### config.mk
export PLATFORM = sky130hd
export DESIGN_NAME = sx7fa_ctrl
export DESIGN_NICKNAME = d
export VERILOG_FILES = /design/src/hdl/assert_macros.svh /design/src/hdl/sx7fa_pkg.sv /design/src/hdl/sx7fa_ctrl.sv
export SDC_FILE = /design/constraint.sdc
export NUM_CORES = 1
export LEC_CHECK = 0
export BUFFER_PORTS_ARGS = -buffer_cell sky130_fd_sc_hd__buf_2
export CAP_MARGIN = 15
export CORE_MARGIN = 2
export CORE_UTILIZATION = 43
export DETAILED_ROUTE_END_ITERATION = 8
export PLACE_DENSITY = 0.81
export SLEW_MARGIN = 15
export SYNTH_ARGS = -nofsm -noshare
export SYNTH_HDL_FRONTEND = slang
export SYNTH_SLANG_ARGS = --single-unit
### constraint.sdc
create_clock -name clk -period 1.42 [get_ports clk]
set_clock_uncertainty 0.2 [all_clocks]
set_input_delay 0.071 -clock clk [delete_from_list [all_inputs] [get_ports clk]]
set_output_delay 0.071 -clock clk [all_outputs]
set_load 0.01 [all_outputs]
### src/hdl/assert_macros.svh
// ----------------------------------------------------------------------------
// Assertion macros
// Shared concurrent assertion forms, clocked on clk and disabled in reset.
// ----------------------------------------------------------------------------
`ifndef ASSERT_MACROS_SVH
`define ASSERT_MACROS_SVH
`ifndef SYNTH
// Same-cycle implication.
`define ASSERT_IMPLIES(lbl, ante, cons, msg) \
    lbl: assert property (@(posedge clk) disable iff (!rst_n) (ante) |-> (cons)) \
        else $error(msg);
// Next-cycle implication.
`define ASSERT_NEXT(lbl, ante, cons, msg) \
    lbl: assert property (@(posedge clk) disable iff (!rst_n) (ante) |=> (cons)) \
        else $error(msg);
`else
`define ASSERT_IMPLIES(lbl, ante, cons, msg)
`define ASSERT_NEXT(lbl, ante, cons, msg)
`endif
`endif

### src/hdl/sx7fa_pkg.sv
// ----------------------------------------------------------------------------
// sx7fa_pkg
// Types and constants shared by the SysEx 7-bit field access block.
// ----------------------------------------------------------------------------
`timescale 1ns / 1ps

package sx7fa_pkg;

    localparam int STORE_BYTES     = 512;
    localparam int MAX_FIELD_BYTES = 4;
    localparam int FIRST_W         = 9;
    localparam int COUNT_W         = 3;
    localparam int VALUE_W         = 32;
    localparam int ADDR_W          = $clog2(STORE_BYTES);
    // Position register holds a walked position one past the store.
    localparam int POS_W           = ((ADDR_W > FIRST_W) ? ADDR_W : FIRST_W) + 1;

    typedef enum logic [1:0] {
        MODE_LOAD = 2'd0,
        MODE_READ = 2'd1,
        MODE_GET  = 2'd2,
        MODE_SET  = 2'd3
    } mode_t;

    // Memory access selection: raw position, data position, overflow byte.
    typedef enum logic [1:0] {
        SEL_RAW  = 2'd0,
        SEL_DATA = 2'd1,
        SEL_OVF  = 2'd2
    } acc_sel_t;

    typedef enum logic [3:0] {
        ST_IDLE,
        ST_CHECK,
        ST_WALK,
        ST_RAW,
        ST_RAW_WAIT,
        ST_G_DATA,
        ST_G_OVF,
        ST_G_MERGE,
        ST_S_DATA,
        ST_S_RDOVF,
        ST_S_WROVF,
        ST_DONE
    } state_t;

    typedef struct packed {
        logic     load_in;
        logic     set_err;
        logic     walk_init;
        logic     step;
        logic     mem_rd;
        logic     mem_wr;
        acc_sel_t sel;
        logic     cap_raw;
        logic     cap_byte;
        logic     merge;
        logic     finish;
    } cmd_t;

    typedef struct packed {
        mode_t mode;
        logic  raw_oob;
        logic  field_bad;
        logic  count_zero;
        logic  walk_oob;
        logic  last;
        logic  out_free;
    } stat_t;

endpackage

### src/hdl/sx7fa_ctrl.sv
// ----------------------------------------------------------------------------
// sx7fa_ctrl
// Controller: sequences the check, walk and memory steps of one word.
// ----------------------------------------------------------------------------
`timescale 1ns / 1ps

module sx7fa_ctrl
    import sx7fa_pkg::*;
(
    input  logic  clk,
    input  logic  rst_n,
    input  logic  in_valid,
    output logic  in_ready,
    input  stat_t stat,
    output cmd_t  cmd
);

    state_t state_reg;
    state_t state_next;
    logic   raw_mode;

    assign raw_mode = stat.mode inside {MODE_LOAD, MODE_READ};

    always_ff @(posedge clk or negedge rst_n)
    begin
        if (!rst_n)
        begin
            state_reg <= ST_IDLE;
        end
        else
        begin
            state_reg <= state_next;
        end
    end

    always_comb
    begin
        state_next = state_reg;
        case (state_reg)
            ST_IDLE:     if (in_valid) state_next = ST_CHECK;
            ST_CHECK:
            begin
                if (raw_mode)
                begin
                    state_next = stat.raw_oob ? ST_DONE : ST_RAW;
                end
                else if (stat.field_bad || stat.count_zero)
                begin
                    state_next = ST_DONE;
                end
                else
                begin
                    state_next = ST_WALK;
                end
            end
            ST_WALK:
            begin
                if (stat.walk_oob)
                begin
                    state_next = ST_DONE;
                end
                else if (stat.last)
                begin
                    state_next = (stat.mode == MODE_GET) ? ST_G_DATA : ST_S_DATA;
                end
            end
            ST_RAW:      state_next = (stat.mode == MODE_READ) ? ST_RAW_WAIT : ST_DONE;
            ST_RAW_WAIT: state_next = ST_DONE;
            ST_G_DATA:   state_next = ST_G_OVF;
            ST_G_OVF:    state_next = ST_G_MERGE;
            ST_G_MERGE:  state_next = stat.last ? ST_DONE : ST_G_DATA;
            ST_S_DATA:   state_next = ST_S_RDOVF;
            ST_S_RDOVF:  state_next = ST_S_WROVF;
            ST_S_WROVF:  state_next = stat.last ? ST_DONE : ST_S_DATA;
            ST_DONE:     if (stat.out_free) state_next = ST_IDLE;
            default:     state_next = ST_IDLE;
        endcase
    end

    always_comb
    begin
        cmd      = '0;
        cmd.sel  = SEL_RAW;
        in_ready = 1'b0;
        case (state_reg)
            ST_IDLE:
            begin
                in_ready    = 1'b1;
                cmd.load_in = in_valid;
            end
            ST_CHECK:    cmd.set_err = raw_mode ? stat.raw_oob : stat.field_bad;
            ST_WALK:
            begin
                if (stat.walk_oob)
                begin
                    cmd.set_err = 1'b1;
                end
                else if (stat.last)
                begin
                    cmd.walk_init = 1'b1;
                end
                else
                begin
                    cmd.step = 1'b1;
                end
            end
            ST_RAW:
            begin
                cmd.sel = SEL_RAW;
                if (stat.mode == MODE_READ)
                begin
                    cmd.mem_rd = 1'b1;
                end
                else
                begin
                    cmd.mem_wr = 1'b1;
                end
            end
            ST_RAW_WAIT: cmd.cap_raw = 1'b1;
            ST_G_DATA:
            begin
                cmd.sel    = SEL_DATA;
                cmd.mem_rd = 1'b1;
            end
            ST_G_OVF:
            begin
                cmd.sel      = SEL_OVF;
                cmd.mem_rd   = 1'b1;
                cmd.cap_byte = 1'b1;
            end
            ST_G_MERGE:
            begin
                cmd.merge = 1'b1;
                cmd.step  = 1'b1;
            end
            ST_S_DATA:
            begin
                cmd.sel    = SEL_DATA;
                cmd.mem_wr = 1'b1;
            end
            ST_S_RDOVF:
            begin
                cmd.sel    = SEL_OVF;
                cmd.mem_rd = 1'b1;
            end
            ST_S_WROVF:
            begin
                cmd.sel    = SEL_OVF;
                cmd.mem_wr = 1'b1;
                cmd.step   = 1'b1;
            end
            ST_DONE:     cmd.finish = stat.out_free;
            default:     cmd = '0;
        endcase
    end

endmodule

==> results by group <==
Global route
  • Global-route wire length before repair: 4112 um
  • Pin count of the biggest net entering global routing: 13
  • GRT overflow: 0
  • Initial antenna violation count: 0
  • GRT Util Overall: 29.14%
  • Vias in the first global route: 923

Status
  • Status: finished, violations left
  • Violated checks: negative setup slack

Synth
  • Seq/Total Area, Yosys: 15.18%
  • Post-Syn Instances: 87
  • Netlist cell types: 43
  • Mapped Area: 659.4 sq um
  • Yosys reg bits: 4
  • Syn nets: 98
  • Syn avg cell area: 7.579 sq um
  • Ys Warns: 0

Worst setup path
  • Critical Path RT: 1.15 ns
  • Critical path launch point type: register
  • RR Endpoint: state_reg[2]
  • FF-to-FF Start: state_reg[0]
  • R2R setup slack: -0.39 ns
  • WS Path Type: register to output pin
  • Critical Path AT: 1.59 ns
  • Worst setup path startpoint: state_reg[0]
  • Register-to-Register Path Depth: 6
  • Critical Path Sink Type: output pin
  • Crit-path max FO: 6

Route
  • DRC viols: 0
  • Drt pass-1 iters: 4
  • Routed length per instance: 17.01 um
  • Vias: 949
  • Post-DR vias/cell: 5.894
  • Routed Antenna Nets: 0
  • DRT iter0 DRCs: 21
  • Drt total wl: 2738 um

Floorplan
  • Io pins: 24
  • Die height: 43.16 um
  • Starting Density: 44.81%
  • Total core area: 1471 sq um
  • Die area: 1863 sq um
  • Die width: 43.16 um
  • Site row count: 14

Timing
  • Pins Over Slew Limit: 0
  • Min Tclk post-route: 1.865 ns
  • Fmax achieved: 536.1 MHz
  • Actual slew at the worst max-slew pin: 0.3757 ns
  • Worst slew margin: 74.61%
  • Final hold vios: 0
  • Fin crit share: 131.4%
  • # setup viols final: 17
  • RSZ-0062 raised after global routing: yes
  • Worst Setup Slack, final: -0.4455 ns

CTS
  • Worst-skew pair later-pin latency: 0.24 ns
  • Clk pin slew, worst setup/hold paths: 0.04 ns
  • Max H-tree Level: 1
  • Max clock buf depth: 2
  • CTS tree: done
  • Clk sinks: 4
  • Root buffer cell: clkbuf_4
  • Total CTS buffers: 3

Final layout
  • Largest register FFs: 4
  • Antenna Cells: 0
  • Fillers: 92
  • Final #Nets: 158
  • Commonest non-fill, non-tap cell in the layout: buf_4
  • Syn-to-layout area delta: 89.18%
  • Share of cells above drive strength 1: 62.07%
  • Most frequent cells in the layout: buf_4 (24), buf_2 (21), buf_6 (16)
  • Final Cell Area: 1247 sq um

Place
  • Hpwl dp: 1604 um
  • Placed Area: 919.6 sq um
  • Pre-CTS setup slack: -0.2653 ns
  • GP Congestion: 0.8940
  • Buffers on Ports: 23

Job
  • Max Cap Viol: 0

Worst hold path
  • Hold Path Origin: stat[1]
  • Hold depth: 2
  • Worst hold endpoint: state_reg[2]
  • HP Class: input pin to register

Power
  • VDD IR max: 0.001382 V
  • Pwr Density: 2241 nW/um^2
  • Leakage power: 0.5751 nW
-- logic make-up after synthesis --
kind of cell    synth area share [%]
simple gates                   43.83
compound gates                 28.46
buf+inv                        10.81
flops                          15.18
mux                            1.708
-- synthesized netlist by cell type, drive strengths merged --
| master | number | area [sq um] |
|---|---|---|
| a32oi | 1 | 8.760 |
| o22ai | 2 | 12.51 |
| o21a | 1 | 7.510 |
| a31oi | 2 | 12.51 |
| nor2 | 8 | 30.03 |
| clkbuf | 1 | 3.750 |
| a311o | 1 | 10.01 |
| nor2b | 2 | 12.51 |
| buf | 8 | 63.80 |
| inv | 1 | 3.750 |
| and2 | 1 | 6.260 |
| nor3 | 5 | 25.02 |
| a311oi | 1 | 8.760 |
| mux2 | 1 | 11.26 |
| a221oi | 1 | 8.760 |
| nor4 | 2 | 18.77 |
| nor4b | 1 | 23.77 |
| o41a | 1 | 11.26 |
| nor4bb | 2 | 20.02 |
| a31o | 1 | 8.760 |
| and2b | 1 | 10.01 |
| o41ai | 1 | 8.760 |
| o31a | 1 | 8.760 |
| a21boi | 1 | 7.510 |
| o21ai | 5 | 28.78 |
| a211oi | 2 | 15.01 |
| nand3b | 2 | 15.01 |
| or2b | 1 | 7.510 |
| nand2b | 10 | 62.56 |
| nor3b | 1 | 7.510 |
| nand2 | 7 | 26.28 |
| a21o | 1 | 7.510 |
| and3b | 1 | 8.760 |
| or2 | 1 | 6.260 |
| nand4b | 1 | 8.760 |
| a21oi | 3 | 15.01 |
| o21bai | 1 | 7.510 |
| dfrtp | 4 | 100.1 |
-- cell type report --
| cell class | count | area, sq um | share of cell area (%) |
|---|---|---|---|
| tap | 16 | 20.02 | 1.605 |
| multi-input combinational | 73 | 595.6 | 47.74 |
| inverter | 1 | 3.754 | 0.3009 |
| sequential | 4 | 105.1 | 8.425 |
| timing repair buffer | 64 | 500.5 | 40.12 |
| clock buffer | 3 | 22.52 | 1.805 |
-- worst max-delay path: stages (launching register included) --
cell,delay (ns)
dfrtp_2,0.45
buf_6,0.14
nor4bb_2,0.19
o21ai_1,0.12
a21oi_2,0.20
o21bai_4,0.15
buf_6,0.11
-- power breakdown --
group / total, mW / switching (mW) / internal [mW]
sequential: 0.306 / 0.124 / 0.182
clock: 0.145 / 0.0506 / 0.0948
combinational: 2.35 / 1.06 / 1.29
-- metal layers --
metal	global-route usage [%]	vias up	share of wire, %
met5	0	-	0
met1	32.22	449	39
li1	-	443	-
met4	10.30	0	2.7
met2	56.42	45	53
met3	2.128	12	5.7
-- how the worst max path moves through the flow --
stage,cells past startpoint,slack [ns],end
after global placement,5,-0.20,state_reg[3]
after floorplan,5,-0.13,state_reg[3]
after global routing,6,-0.50,cmd[7]
final,6,-0.45,cmd[7]
after CTS,6,-0.38,cmd[7]
after detailed placement,5,-0.27,state_reg[3]
-- stage by stage --
stage	hold WS [ns]	power, mW	utilization, %	cells	TNS (ns)
finish	0.04938	2.796	84.78	161	-4.781
global route	0.07165	2.954	84.78	161	-5.737
CTS	0.03422	2.523	78.66	157	-4.012
detailed placement	-0.3223	1.867	62.50	140	-1.987
global placement	-0.3234	1.810	62.50	140	-1.484
floorplan	-0.4246	1.326	-	87	-0.3673
-- timing repair --
| item | CTS | global route |
|---|---|---|
| hold endpoints to repair | 4 | 0 |
| buffers inserted | 12 | 4 |
| pin swaps | 10 | 9 |
| hold buffers | 2 | 0 |
| setup endpoints to repair | 17 | 17 |
| cloned | 0 | 0 |
| resized for setup | 27 | 14 |
No activity file was read; power rests on OpenSTA's default activity.
